### src/sv/bmpd_pkg.sv
`timescale 1ns / 1ps
// Shared types and constants for the BMP pixel stream decoder.
// No dependencies.
package bmpd_pkg;

  localparam logic [31:0] MAX_WIDTH  = 32'd4096;
  localparam logic [31:0] MAX_HEIGHT = 32'd4096;

  // Header byte positions at which a little-endian word is complete
  localparam logic [31:0] POS_OFFSET_END = 32'd13;
  localparam logic [31:0] POS_WIDTH_END  = 32'd21;
  localparam logic [31:0] POS_HEIGHT_END = 32'd25;
  localparam logic [31:0] POS_BPP_END    = 32'd31;

  localparam logic [31:0] MIN_OFFSET = 32'd32;

  // floor(s / 3) == (s * 683) >> 11 for every sum of three bytes
  localparam logic [9:0] GRAY_RECIP = 10'd683;
  localparam int         GRAY_SHIFT = 11;

  typedef enum logic [3:0] {
    PH_HEADER = 4'b0001,
    PH_PIXELS = 4'b0010,
    PH_DONE   = 4'b0100,
    PH_ERROR  = 4'b1000
  } phase_t;

  typedef struct packed {
    logic [7:0] data_byte;
    logic       start_of_file;
  } bmpd_in_t;

  typedef struct packed {
    logic [7:0]  red;
    logic [7:0]  green;
    logic [7:0]  blue;
    logic [7:0]  gray;
    logic [11:0] pixel_row;
    logic [11:0] pixel_column;
    logic [12:0] frame_width;
    logic [12:0] frame_height;
    logic [2:0]  channel_count;
    logic        last_pixel;
    logic        status;
  } bmpd_out_t;

endpackage

### src/sv/bmp_pixel_stream_decoder_core.sv
`timescale 1ns / 1ps
// BMP pixel stream decoder: header capture, row walk and pixel result register.
// Depends on bmpd_pkg.
//
//  channel  | direction | handshake                  | payload
//  ---------+-----------+----------------------------+---------------------------
//  item     | in        | item_valid / item_ready    | bmpd_in_t  (one file byte)
//  result   | out       | result_valid / result_ready| bmpd_out_t (pixel or error)
//
// One byte is taken per cycle; its result, if any, is in the result register
// on the next cycle. The single result register sets the rate: a new byte is
// taken whenever that register is empty or is being emptied in the same cycle.
// Synchronous reset clears the phase and counters; no clearing pass is needed.
// A stall on the result side holds item_ready low until the result is taken.
module bmp_pixel_stream_decoder_core (
  input  logic                clk,
  input  logic                rst,
  input  logic                item_valid,
  output logic                item_ready,
  input  bmpd_pkg::bmpd_in_t  item,
  output logic                result_valid,
  input  logic                result_ready,
  output bmpd_pkg::bmpd_out_t result
);
  import bmpd_pkg::*;

  phase_t      phase, phase_next;
  logic [31:0] byte_position, byte_position_next;
  logic [31:0] header_word, header_word_next;
  logic [31:0] pixel_offset, pixel_offset_next;
  logic [12:0] width_reg, width_reg_next;
  logic [12:0] height_reg, height_reg_next;
  logic        rows_from_top, rows_from_top_next;
  logic [2:0]  channels_reg, channels_reg_next;
  logic [11:0] row_count, row_count_next;
  logic [14:0] row_byte_count, row_byte_count_next;
  logic [11:0] col_count, col_count_next;
  logic [1:0]  pixel_byte, pixel_byte_next;
  logic [7:0]  held_bytes [2];
  logic [7:0]  held_bytes_next [2];

  // State as seen by this byte: start_of_file wipes progress first
  phase_t      c_phase;
  logic [31:0] c_byte_position, c_header_word, c_pixel_offset;
  logic [12:0] c_width, c_height;
  logic        c_from_top;
  logic [2:0]  c_channels;
  logic [11:0] c_row_count, c_col_count;
  logic [14:0] c_row_byte_count;
  logic [1:0]  c_pixel_byte;

  logic [31:0] v, mag;
  logic        offset_ok, width_ok, height_ok, bpp_ok;
  logic [14:0] data_len, row_span;
  logic [15:0] rbc_inc;
  logic [12:0] row_inc, col_inc;
  logic        emit, last;
  logic [7:0]  pr, pg, pb;
  logic [9:0]  rgb_sum;
  logic [19:0] gray_prod;
  logic        accept, load_result;
  bmpd_out_t   result_next;

  assign accept     = item_valid && item_ready;
  assign item_ready = !result_valid || result_ready;

  always_comb begin
    if (item.start_of_file) begin
      c_phase          = PH_HEADER;
      c_byte_position  = '0;
      c_header_word    = '0;
      c_pixel_offset   = '0;
      c_width          = '0;
      c_height         = '0;
      c_from_top       = 1'b0;
      c_channels       = '0;
      c_row_count      = '0;
      c_col_count      = '0;
      c_row_byte_count = '0;
      c_pixel_byte     = '0;
    end else begin
      c_phase          = phase;
      c_byte_position  = byte_position;
      c_header_word    = header_word;
      c_pixel_offset   = pixel_offset;
      c_width          = width_reg;
      c_height         = height_reg;
      c_from_top       = rows_from_top;
      c_channels       = channels_reg;
      c_row_count      = row_count;
      c_col_count      = col_count;
      c_row_byte_count = row_byte_count;
      c_pixel_byte     = pixel_byte;
    end
  end

  // Header field checks on the word completed by this byte
  assign v         = {item.data_byte, c_header_word[31:8]};
  assign mag       = v[31] ? (~v + 32'd1) : v;
  assign offset_ok = !v[31] && (v >= MIN_OFFSET);
  assign width_ok  = (v >= 32'd1) && (v <= MAX_WIDTH);
  assign height_ok = (mag >= 32'd1) && (mag <= MAX_HEIGHT);
  assign bpp_ok    = !v[31] && ((v[30:3] == 28'd1) || (v[30:3] == 28'd3));

  // Row geometry
  assign data_len = (c_channels == 3'd3) ? ({2'b00, c_width} + {1'b0, c_width, 1'b0})
                                         : {2'b00, c_width};
  assign row_span = (data_len + 15'd3) & ~15'd3;
  assign rbc_inc  = {1'b0, c_row_byte_count} + 16'd1;
  assign row_inc  = {1'b0, c_row_count} + 13'd1;
  assign col_inc  = {1'b0, c_col_count} + 13'd1;

  assign rgb_sum   = {2'b00, pr} + {2'b00, pg} + {2'b00, pb};
  assign gray_prod = rgb_sum * GRAY_RECIP;

  always_comb begin
    phase_next          = c_phase;
    byte_position_next  = c_byte_position;
    header_word_next    = c_header_word;
    pixel_offset_next   = c_pixel_offset;
    width_reg_next      = c_width;
    height_reg_next     = c_height;
    rows_from_top_next  = c_from_top;
    channels_reg_next   = c_channels;
    row_count_next      = c_row_count;
    row_byte_count_next = c_row_byte_count;
    col_count_next      = c_col_count;
    pixel_byte_next     = c_pixel_byte;
    held_bytes_next     = held_bytes;
    emit                = 1'b0;
    last                = 1'b0;
    pr                  = item.data_byte;
    pg                  = item.data_byte;
    pb                  = item.data_byte;
    load_result         = 1'b0;
    result_next         = '0;

    unique case (c_phase)
      PH_HEADER: begin
        header_word_next   = v;
        byte_position_next = c_byte_position + 32'd1;
        if (c_byte_position == POS_OFFSET_END) begin
          pixel_offset_next = offset_ok ? v : '0;
        end else if (c_byte_position == POS_WIDTH_END) begin
          width_reg_next = width_ok ? v[12:0] : '0;
        end else if (c_byte_position == POS_HEIGHT_END) begin
          rows_from_top_next = v[31];
          height_reg_next    = height_ok ? mag[12:0] : '0;
        end else if (c_byte_position == POS_BPP_END) begin
          channels_reg_next = bpp_ok ? v[5:3] : '0;
          if (!bpp_ok || c_width == '0 || c_height == '0 || c_pixel_offset == '0) begin
            phase_next         = PH_ERROR;
            load_result        = 1'b1;
            result_next.status = 1'b1;
          end else begin
            phase_next = PH_PIXELS;
          end
        end
      end
      PH_PIXELS: begin
        if (c_byte_position < c_pixel_offset) begin
          byte_position_next = c_byte_position + 32'd1;
        end else begin
          if (c_row_byte_count < data_len) begin
            if (c_channels == 3'd1) begin
              emit = 1'b1;
            end else begin
              pixel_byte_next = (c_pixel_byte == 2'd2) ? 2'd0 : c_pixel_byte + 2'd1;
              case (c_pixel_byte)
                2'd0:    held_bytes_next[0] = item.data_byte;
                2'd1:    held_bytes_next[1] = item.data_byte;
                default: begin
                  emit = 1'b1;
                  pg   = held_bytes[1];
                  pb   = held_bytes[0];
                end
              endcase
            end
          end
          if (emit) begin
            last           = (row_inc == c_height) && (col_inc == c_width);
            col_count_next = col_inc[11:0];
            load_result    = 1'b1;
            result_next.red           = pr;
            result_next.green         = pg;
            result_next.blue          = pb;
            result_next.gray          = (c_channels == 3'd1) ? item.data_byte
                                                             : gray_prod[GRAY_SHIFT +: 8];
            result_next.pixel_row     = c_from_top ? c_row_count
                                                   : (c_height[11:0] - 12'd1 - c_row_count);
            result_next.pixel_column  = c_col_count;
            result_next.frame_width   = c_width;
            result_next.frame_height  = c_height;
            result_next.channel_count = c_channels;
            result_next.last_pixel    = last;
            result_next.status        = 1'b0;
            if (last) begin
              phase_next = PH_DONE;
            end
          end
          // Drop padding; wrap to the next row at the padded row size
          row_byte_count_next = rbc_inc[14:0];
          if (rbc_inc >= {1'b0, row_span}) begin
            row_byte_count_next = '0;
            col_count_next      = '0;
            pixel_byte_next     = '0;
            row_count_next      = row_inc[11:0];
            if (row_inc >= c_height) begin
              phase_next = PH_DONE;
            end
          end
        end
      end
      PH_DONE, PH_ERROR: begin
      end
      default: begin
        phase_next = PH_HEADER;
      end
    endcase
  end

  always_ff @(posedge clk) begin
    if (rst) begin
      phase          <= PH_HEADER;
      byte_position  <= '0;
      header_word    <= '0;
      pixel_offset   <= '0;
      width_reg      <= '0;
      height_reg     <= '0;
      rows_from_top  <= 1'b0;
      channels_reg   <= '0;
      row_count      <= '0;
      row_byte_count <= '0;
      col_count      <= '0;
      pixel_byte     <= '0;
    end else if (accept) begin
      phase          <= phase_next;
      byte_position  <= byte_position_next;
      header_word    <= header_word_next;
      pixel_offset   <= pixel_offset_next;
      width_reg      <= width_reg_next;
      height_reg     <= height_reg_next;
      rows_from_top  <= rows_from_top_next;
      channels_reg   <= channels_reg_next;
      row_count      <= row_count_next;
      row_byte_count <= row_byte_count_next;
      col_count      <= col_count_next;
      pixel_byte     <= pixel_byte_next;
    end
  end

  always_ff @(posedge clk) begin
    if (accept) begin
      held_bytes[0] <= held_bytes_next[0];
      held_bytes[1] <= held_bytes_next[1];
    end
  end

  // Result register: refill on accept, drain when taken
  always_ff @(posedge clk) begin
    if (rst) begin
      result_valid <= 1'b0;
    end else if (accept) begin
      result_valid <= load_result;
    end else if (result_ready) begin
      result_valid <= 1'b0;
    end
  end

  always_ff @(posedge clk) begin
    if (accept && load_result) begin
      result <= result_next;
    end
  end

`ifndef SYNTH
  a_error_zero: assert property (@(posedge clk) disable iff (rst)
    result_valid && result.status |->
      result.frame_width == '0 && result.channel_count == '0 && result.red == '0)
    else $error("error result carries nonzero fields");

  a_pixel_format: assert property (@(posedge clk) disable iff (rst)
    result_valid && !result.status |->
      (result.channel_count == 3'd1 || result.channel_count == 3'd3) &&
      result.frame_width != '0 && result.frame_height != '0)
    else $error("pixel result with unaccepted format");

  a_column_range: assert property (@(posedge clk) disable iff (rst)
    result_valid && !result.status |->
      {1'b0, result.pixel_column} < result.frame_width)
    else $error("pixel column beyond image width");

  a_quiet_after_end: assert property (@(posedge clk) disable iff (rst)
    accept && !item.start_of_file && (phase == PH_DONE || phase == PH_ERROR) |->
      !load_result)
    else $error("result produced after end of image or error");

  a_end_phase: assert property (@(posedge clk) disable iff (rst)
    accept && load_result && result_next.last_pixel |=> phase == PH_DONE)
    else $error("last pixel did not close the image");
`endif

endmodule
### config.mk
export PLATFORM = sky130hd
export DESIGN_NAME = bmp_pixel_stream_decoder_core
export DESIGN_NICKNAME = d
export VERILOG_FILES = /design/src/sv/bmpd_pkg.sv /design/src/sv/bmp_pixel_stream_decoder_core.sv
export SDC_FILE = /design/constraint.sdc
export NUM_CORES = 1
export LEC_CHECK = 0
export ABC_CLOCK_PERIOD_IN_PS = 14400
export BUFFER_PORTS_ARGS = -buffer_cell sky130_fd_sc_hd__buf_2
export CORE_MARGIN = 2
export CORE_UTILIZATION = 45
export DETAILED_ROUTE_END_ITERATION = 12
export GPL_TIMING_DRIVEN = 0
export SLEW_MARGIN = 20
export SYNTH_ARGS = -nofsm -noshare
export SYNTH_HDL_FRONTEND = slang
export SYNTH_SLANG_ARGS = --single-unit
### constraint.sdc
create_clock -name clk -period 14.4 [get_ports clk]
set_clock_uncertainty 0.2 [all_clocks]
set_input_delay 1.44 -clock clk [delete_from_list [all_inputs] [get_ports clk]]
set_output_delay 1.44 -clock clk [all_outputs]
set_load 0.02 [all_outputs]
After elaboration in Yosys (flattened, before gate mapping). Index checks and enable logic that the tools add are counted.

Add/subtract/negate cells: 12. $mul: 1. Div/mod/pow operators: 0. Order comparisons: 9. Equality and inequality tests: 16. Shifts and indexed selects: 0. Multiplexer cells: 95. Bitwise operators: 5. Reductions and logical operators: 25.

Operator list (number): $mux 32 (9); $mux 13 (11); $mux 12 (10); $eq 32x5->1 const B (3); $mux 8 (11); $mux 15 (5); $add 32x1->32 const B (2); $ge 32x1->1 const B (2); $le 32x13->1 const B (2); $pmux 32 s2 (1); $mux 4 (11); $eq 32x4->1 const B (1); $ge 32x6->1 const B (1); $logic_not 32->1 (1); $lt 32x32->1 (1); $not 32->32 (1); $eq 28x1->1 const B (1); $eq 28x2->1 const B (1); $add 12x1->13 const B (2); $eq 13x13->1 (2); $logic_not 13->1 (2); $mux 3 (7); $mux 1 (20); $mul 10x10->19 const B (1); other kinds (31) (55).

Bits in registers: 267. Bits in latches: 0. Bits in writable memories: 0. Memory bits (read-only): 0. Input port bits: 13. Output and inout bits: 89. Logic and storage cells: 189. Memories: 0.

Longest topological paths before layout. Gate-level depths: netlist of the first run.

Word-level depth: 15. Mapped depth: 60. Depth with buffers taken out: 49.

Least setup slack after synthesis of the first run. No wires, ideal clock.

Path type: in2reg. Start: in item[0] (netlist bit). End: reg result[62] (netlist bit), data pin. Data arrival time: 13.273 ns. Required time: 13.929 ns. Setup slack: 0.656 ns. Stages on the path: 57. Buffers on the path: 9. Cells stage by stage: buf_6 buf_6 inv_1 clkbuf_1 clkbuf_1 buf_1 clkbuf_1 clkbuf_1 buf_1 nand2_1 ha_1 nand2_1 o22ai_1 a211oi_1 o31ai_1 a21oi_1 xnor2_1 a21oi_1 (+21 left out) ha_1 ha_1 inv_1 fa_1 inv_1 fa_1 inv_1 fa_1 inv_1 ha_1 a2111oi_0 o21ai_0 a31oi_1 o21ai_0 o22ai_1 o21bai_1 mux2i_1 a31oi_1.

Word-level cells in the longest chain between the ends: 12. Elaborated cells between the ends (all ways): 39.

Ends and longest elaborated chain: from (decl) (RTL line bmp_pixel_stream_decoder_core.sv:20) `input bmpd_pkg::bmpd_in_t item,`; branches (longest 12 deep; another with $mul 10x10->19); to (signal assigned) (RTL line bmp_pixel_stream_decoder_core.sv:272) `result <= result_next;`; to (decl) (RTL line bmp_pixel_stream_decoder_core.sv:23) `output bmpd_pkg::bmpd_out_t result`.

Several ways; the timed one is not identified. The select of a mux whose other input is x is not followed. A chain may end at the register's enable or synchronous reset.

Worst setup path in the final report of the first run.
Start: in item[0] (netlist bit). End: reg result[61] (netlist bit), data pin.

Same word-level chain as after synthesis.

==> results of run 1 <==
## where the power goes
group	internal (W)	leakage, nW	total [W]	switching, W
clock network	0.000440	0.491	0.000780	0.000340
registers	0.000783	2.07	0.000786	0.00000301
logic	0.000739	5.75	0.00171	0.000974
## layout make-up
type | instances | share of cell area [%]
multi-input cells | 1837 | 55.67
clock buffers | 40 | 3.841
well taps | 592 | 3.305
plain buffers | 159 | 3.366
repair buffers | 107 | 2.646
clock inverters | 18 | 0.6029
inverters | 127 | 2.127
flip-flops and latches | 267 | 28.45
## what timing repair did
| action | 4_1_cts | 5_1_grt |
|---|---|---|
| gates resized for setup | 30 | 18 |
| endpoints found under the setup margin | 8 | 8 |
| setup buffers | 1 | 2 |
| pin swaps | 2 | 4 |
| hold endpoints to repair | 0 | 0 |
## kinds of logic after synthesis
group                    Yosys count  synth area share [%]
AND/OR/NAND/NOR                  930                 23.33
AO/OA/AOI/OAI                    576                 19.01
buffers and inverters            291                 5.973
flip-flops                       267                 31.94
adder cells (fa/ha/maj)          195                 13.38
XOR/XNOR                          88                 3.930
multiplexers                      48                 2.432
## stage by stage
stage                     instance area (um2)  utilization, %  total power, W  setup slack [ps]
final                                   22410           50.91        0.003279             768.2
after global routing                    22410           50.91        0.003591             32.04
after CTS                               22370           50.80        0.003244             18.22
after detailed placement                21300           48.37        0.002428             -3931
after global placement                  21200           48.15        0.002379             -3829
after floorplan                         19960               -        0.002042             656.0
## worst reg2reg max path, delay by kind of cell (launching register included)
kind / cells / cell delay, ps
adder cells (fa/ha/maj): 11 / 4330
AO/OA/AOI/OAI: 16 / 3180
AND/OR/NAND/NOR: 8 / 1600
buffers and inverters: 9 / 1270
multiplexers: 2 / 550
flip-flops: 1 / 310
XOR/XNOR: 2 / 310
## cell usage after synthesis, drive strengths merged, types with 9 or more instances
library cell,number
nor2b,75
a21o,16
a211oi,30
ha,163
a22oi,58
o21ai,114
o211ai,20
or3,20
dfxtp,164
edfxtp,103
fa,31
buf,48
nor2,262
a21oi,161
and3,41
o2111ai,9
nor3,56
nand4,37
nand2b,26
nor3b,10
xor2,21
and2,27
clkbuf,116
mux2i,44
o41ai,10
o31ai,18
inv,127
nand3,59
nand2,229
a41oi,9
xnor2,66
a31oi,34
nor4,38
## layer usage
layer	wire, um	global-route usage [%]	vias to the layer above	part of all wire [%]
li1	-	-	8954	-
met1	30880	41.38	9158	44
met2	30770	46.94	843	44
met3	6202	5.745	145	8.8
met4	2637	11.76	2	3.7
met5	13	0	-	0.018
## final timing paths
| path | start | to |
|---|---|---|
| max | item[0] | result[61] |
| min | height_reg[3] | height_reg[3] |
| max reg2reg | width_reg[11] | result[61] |
| min reg2reg | height_reg[3] | height_reg[3] |
==> flow_results.org, run 1 <==
** Outcome
- The run finished with clean final reports.

** Finish
- Reg with most FFs :: result
- The register with the most flip-flops in the layout has 87 of them.
- In the final layout, the share of cells above drive strength 1 is 9.941%.
- Summing all multi-input logic gate instances after layout gives 0.01248 mm2.
- The finished layout holds 3147 standard cells, fillers aside.
- After the last flow step, the layout net total stands at 2737.
- Commonest cells after routing, fill and taps aside :: 259 x sky130_fd_sc_hd__nor2_1, 228 x sky130_fd_sc_hd__nand2_1, 164 x sky130_fd_sc_hd__dfxtp_1, 163 x sky130_fd_sc_hd__ha_1, 160 x sky130_fd_sc_hd__a21oi_1
- Across the whole layout, storage elements account for 0.006376 mm2.
- Area growth from synthesis to layout :: 12.28%
- The largest registers in the layout are result x87, byte_position x32, pixel_offset x32.
- Leaving out fill and tap cells, the most frequent cell in the layout is sky130_fd_sc_hd__nor2_1.
- The number of antenna diodes in the final layout is 0.
- The layout has 4236 filler cells.

** STA
- Setup total negative slack on the finished layout was measured at 0 ps.
- In this run the tightest slew margin relative to its limit is 18.07%.
- Unrepaired setup endpoints after global routing :: no
- Final hold analysis gives a worst-case slack of 258.2 ps.
- Period utilisation layout :: 94.67%
- The final-report max-slew violation count was 0.
- For the finished layout, the period the worst path requires is 13630 ps.
- Fin. Hold Viols :: 0
- # setup viols final :: 0
- For this run, the top clock speed supported by timing is 73.36 MHz.
- At the pin with the least slew margin, the transition time is 1224 ps.

** Global routing
- Largest net degree at the start of global routing :: 32
- Number of antenna violations at the first check in global routing :: 2
- Aggregate global-route resource usage :: 30.15%
- Vias in the first global route :: 18.15k
- First-pass GRT wire length :: 108100 um
- For this run the aggregate overflow at the end of global routing stands at 0.

** Min path
- The worst hold path passes through 2 cells.
- Classification of the worst-slack hold path :: reg2reg

** Critical path
- Critical Path End Type :: register
- On the worst path, the slowest cell contributes a delay of 530 ps.
- In this run the worst path has a maximum fanout of 19.
- Across all register-to-register paths, the minimum setup slack is 2330 ps.
- Crit start category :: primary input
- Register-to-Register Path Depth :: 48
- For the worst setup path, the data arrival time is 13740 ps.
- Category of the most critical setup path :: in2reg
- Among the stages of the critical path, the cell type that occurs most often is sky130_fd_sc_hd__inv_1.
- STA puts the critical path data required time at 14510 ps.
- The cell family contributing the most delay on the critical path is adder cells.
- Sum of buffers and inverters on the critical path :: 16
- The critical path runs through a total of 56 cells.
- Slowest stage cell, crit path :: sky130_fd_sc_hd__fa_1

** Route
- Wires add up to 70500 um.
- For this run, design rule violations remaining after detail routing come to 0.
- Average wire length per cell after detail routing :: 22.40 um
- Count of antenna-violating nets left after detailed routing :: 0
- The first detailed-routing pass took 5 iterations.
- After detailed routing, the number of vias per cell comes to 6.070.
- The routed layout has 19.10k vias.
- After the first detailed-routing iteration, the DRC count stood at 1879.

** Synth
- Post-Syn Instances :: 2395
- The Yosys step of the flow raised 0 warnings.
- After synthesis, the netlist uses 100 different library cells.
- Post-synthesis net count :: 2602
- Fraction of the yosys area taken by sequential cells :: 31.94%
- Avg Cell Area, Syn :: 8.335 um2
- The most used flip-flop cell after synthesis is sky130_fd_sc_hd__dfxtp_1.
- Of all flip-flops after synthesis, the portion carrying an async set or reset was 0%.
- The mapped netlist covers 0.01996 mm2.
- The synthesized design contains 103 enable-type register cells.
- By area the synthesized netlist is led by sky130_fd_sc_hd__dfxtp_1 16%, sky130_fd_sc_hd__edfxtp_1 15%, sky130_fd_sc_hd__ha_1 10%.
- The synthesized design contains 267 register bits.
- Leading area contributor after synthesis :: sky130_fd_sc_hd__dfxtp_1
- Of the post-synthesis cell area, the dominant cell type holds 16.45%.

** Placement
- Once placement completed, the tool counted placed cells totaling 3091.
- Buffers added on ports :: 99
- Final weighted congestion in routability-driven placement :: 0.9372
- Summed over all nets, the half-perimeter wirelength after detailed placement is 54880 um.

** Die
- The region available for standard cell placement spans 0.04403 mm2.
- The initial utilization of the core area, before any placement, comes to 45.34%.
- Overall die area :: 0.04606 mm2
- Count of pins on the block boundary :: 102
- The die is 214.6 um wide.
- Die Span Y :: 214.6 um
- Row generation in the floorplan step produced 77 rows.

** Clocking
- After clock tree synthesis, the flow added hold-fix buffers numbering 0.
- Clock latency on the worst-skew pair, taken at its later pin, is 600 ps.
- CTS root buffer :: sky130_fd_sc_hd__clkbuf_16
- Maximum number of buffers from clock root to sink :: 3
- Number of sinks on the clock net :: 267
- TritonCTS built the clock tree.
- Number of CTS-inserted buffers :: 31
- CTS H-tree lvls :: 1
- Clock slew at reported path FFs :: 60 ps

** Power and ir drop
- Max VDD drop :: 0.3072 mV
- Total power density per cell area :: 146.3 mW/mm2
- The analysis attributes to cell leakage a power of 8.304 nW.

** Job
- Maxcap violations :: 0
No activity file was read; power rests on OpenSTA's default activity.
==> run 2, diff against run 1 <==
Settings changed: CELL_PAD_IN_SITES_DETAIL_PLACEMENT set to 0, CELL_PAD_IN_SITES_GLOBAL_PLACEMENT set to 1, CORE_UTILIZATION 45 to 43, PLACE_DENSITY_LB_ADDON set to 0.1.
==> run 2 against run 1 <==
Via count grew 0.84%. Sequential share of layout area shrank 0.22 points. Clock power grew 16%. Highest routed layer is now met4.
==> flow_results.org, run 2 (synthesized netlist as in run 1, its figures left out) <==
** Power and ir drop
- IR analysis of the VDD net gives a maximum drop of 0.3588 mV.
- The analysis attributes to cell leakage a power of 8.391 nW.
- Total power for the finished layout comes to 0.003338 W.
- Total power density per cell area :: 147.8 mW/mm2

** Placement
- At the end of routability-driven placement, the weighted congestion stood at 0.9517.
- In this run the cell area measured after placement is 0.02132 mm2.
- Detail Placement HPWL :: 56980 um
- Input and output buffers added on the ports amount to 99.

** Finish
- result holds more flip-flops than any other register.
- Area growth from synthesis to layout :: 13.16%
- Number of nets in the final layout :: 2741
- Counting the fill cells in the layout gives 4440.
- Flip-flop count of the largest register after layout :: 87
- Leading registers by flop count :: result x87, byte_position x32, pixel_offset x32
- The finished cells cover 0.02259 mm2.
- Commonest cells after routing, fill and taps aside :: 259 x sky130_fd_sc_hd__nor2_1, 228 x sky130_fd_sc_hd__nand2_1, 164 x sky130_fd_sc_hd__dfxtp_1, 163 x sky130_fd_sc_hd__ha_1, 159 x sky130_fd_sc_hd__a21oi_1
- 0 antenna diodes ended up in the layout.
- Commonest non-fill, non-tap cell in the layout :: sky130_fd_sc_hd__nor2_1
- In the final layout, the share of cells above drive strength 1 is 10.05%.

** Critical path
- Data on the critical path is required at its endpoint by 14480 ps.
- Category of the most critical setup path :: in2reg
- STA classifies the critical path endpoint as a register.
- Arrival @ worst endpoint :: 13820 ps
- The worst setup path is launched from a primary input.
- On the worst path, the slowest cell contributes a delay of 530 ps.
- Worst Path Max Fanout :: 19
- On the critical path, the stage with the largest delay is an instance of sky130_fd_sc_hd__fa_1.

** Die
- During I/O placement, the number of pins put on the boundary was 102.
- The floorplan step set the die width to 219.5 um.
- Starting Density :: 43.80%
- Overall die area :: 0.04816 mm2
- Row count :: 78
- Die Span Y :: 219.5 um
- Core area :: 0.04558 mm2

** Clocking
- TritonCTS built the clock tree.
- Clock latency on the worst-skew pair, taken at its later pin, is 560 ps.
- Post-cts hold buffer count :: 0
- The clock drives 267 sinks.
- Clock slew at reported path FFs :: 60 ps
- The root buffer cell chosen for the clock tree is sky130_fd_sc_hd__clkbuf_16.
- In this run, CTS created clock tree buffers numbering 34.
- The clock passes through at most 3 buffers.
- CTS H-tree lvls :: 2

** STA
- At the pin with the least slew margin, the transition time is 1178 ps.
- Period utilisation layout :: 95.44%
- Setup repair after global routing left no endpoint under its margin.
- Slew Viols, Final :: 0
- Relative slew margins :: 21.46%
- Hold is met by 261.1 ps.
- Final worst path period need :: 13740 ps
- Maximum clock frequency :: 72.77 MHz
- # setup viols final :: 0
- Fin. Hold Viols :: 0

** Global routing
- Global routing used 30.66% of the available tracks across all layers.
- Summed over all layers, the global routing overflow is 0.
- Largest net degree at the start of global routing :: 31
- The via count of the first global-routing pass was 18.33k.
- Number of antenna violations at the first check in global routing :: 1
- The first global-routing pass estimated 111800 um of wire.

** Route
- For this block, the via count after detailed routing is 19.26k.
- Average wire length per cell after detail routing :: 23.38 um
- Initial DRC count :: 1875
- Number of DRC violations after detailed routing :: 0
- The detail route stage leaves a number of antenna-violating nets equal to 0.
- Overall routed net length :: 73830 um
- Number of detailed-routing iterations run before antenna repair :: 6
- Average vias per placed instance :: 6.099

** Outcome
- Result of the run :: finished clean

** Job
- Maxcap violations :: 0

** Min path
- Classification of the worst-slack hold path :: reg2reg
## run 2: cell types whose count changed in the layout (fill, tap and decap cells not counted), sizes merged
cell	change
buf	+1
clkinv	-2
inv	-4
clkinvlp	-1
clkbuf	+7
bufinv	+2
## run 2: per-stage QoR
| step | std cells | worst slack (ps) | TNS, ps | util [%] |
|---|---|---|---|---|
| floorplan | 2395 | 656.0 | 0 | - |
| global placement | 3094 | -4033 | -269690 | 46.54 |
| detailed placement | 3100 | -4001 | -29780 | 46.78 |
| CTS | 3156 | 4.882 | 0 | 49.43 |
| global route | 3158 | 45.67 | 0 | 49.57 |
| finish | 3158 | 657.2 | 0 | 49.57 |
## run 2: repair_timing
item | in CTS | in global routing
pin swaps | 1 | 1
endpoints found under the setup margin | 8 | 7
setup buffers | 1 | 3
resized for setup | 20 | 15
## run 2: worst max-delay path, delay by kind of cell
kind | cells | cell delay (ps)
fa+ha+maj | 11 | 4160
simple gates | 6 | 920
compound gates | 20 | 4160
xor+xnor | 2 | 370
mux | 2 | 520
buf+inv | 14 | 2190
## run 2: power by group
group          internal, W  total (W)  switching, W
logic             0.000700    0.00164      0.000945
clock network     0.000551   0.000907      0.000356
registers         0.000783   0.000786    0.00000285
total              0.00203    0.00334       0.00130
## run 2: area by class of cell
type / count / area [um2] / share of cell area (%)
plain buffers: 158 / 734.5 / 3.251
clock buffers: 47 / 1023 / 4.531
clock inverters: 13 / 148.9 / 0.6591
inverters: 127 / 480.5 / 2.127
multi-input cells: 1837 / 12460 / 55.18
flip-flops and latches: 267 / 6376 / 28.22
well taps: 600 / 750.7 / 3.323
repair buffers: 109 / 611.8 / 2.708
## run 2: final timing paths
kind | start | depth (start not counted) | slack [ps] | endpoint
max | item[0] | 55 | 660 | result[62]
min | row_count[1] | 2 | 260 | row_count[1]
max reg2reg | width_reg[0] | 46 | 2360 | result[62]
min reg2reg | row_count[1] | 2 | 260 | row_count[1]
## run 2: per-layer routing
metal / routed length, um / up-vias / track usage, %
met5: 0 / - / 0
met4: 2985 / 0 / 12.82
met3: 5909 / 162 / 5.300
met2: 32110 / 839 / 47.11
met1: 32830 / 9315 / 42.45
li1: - / 8946 / -
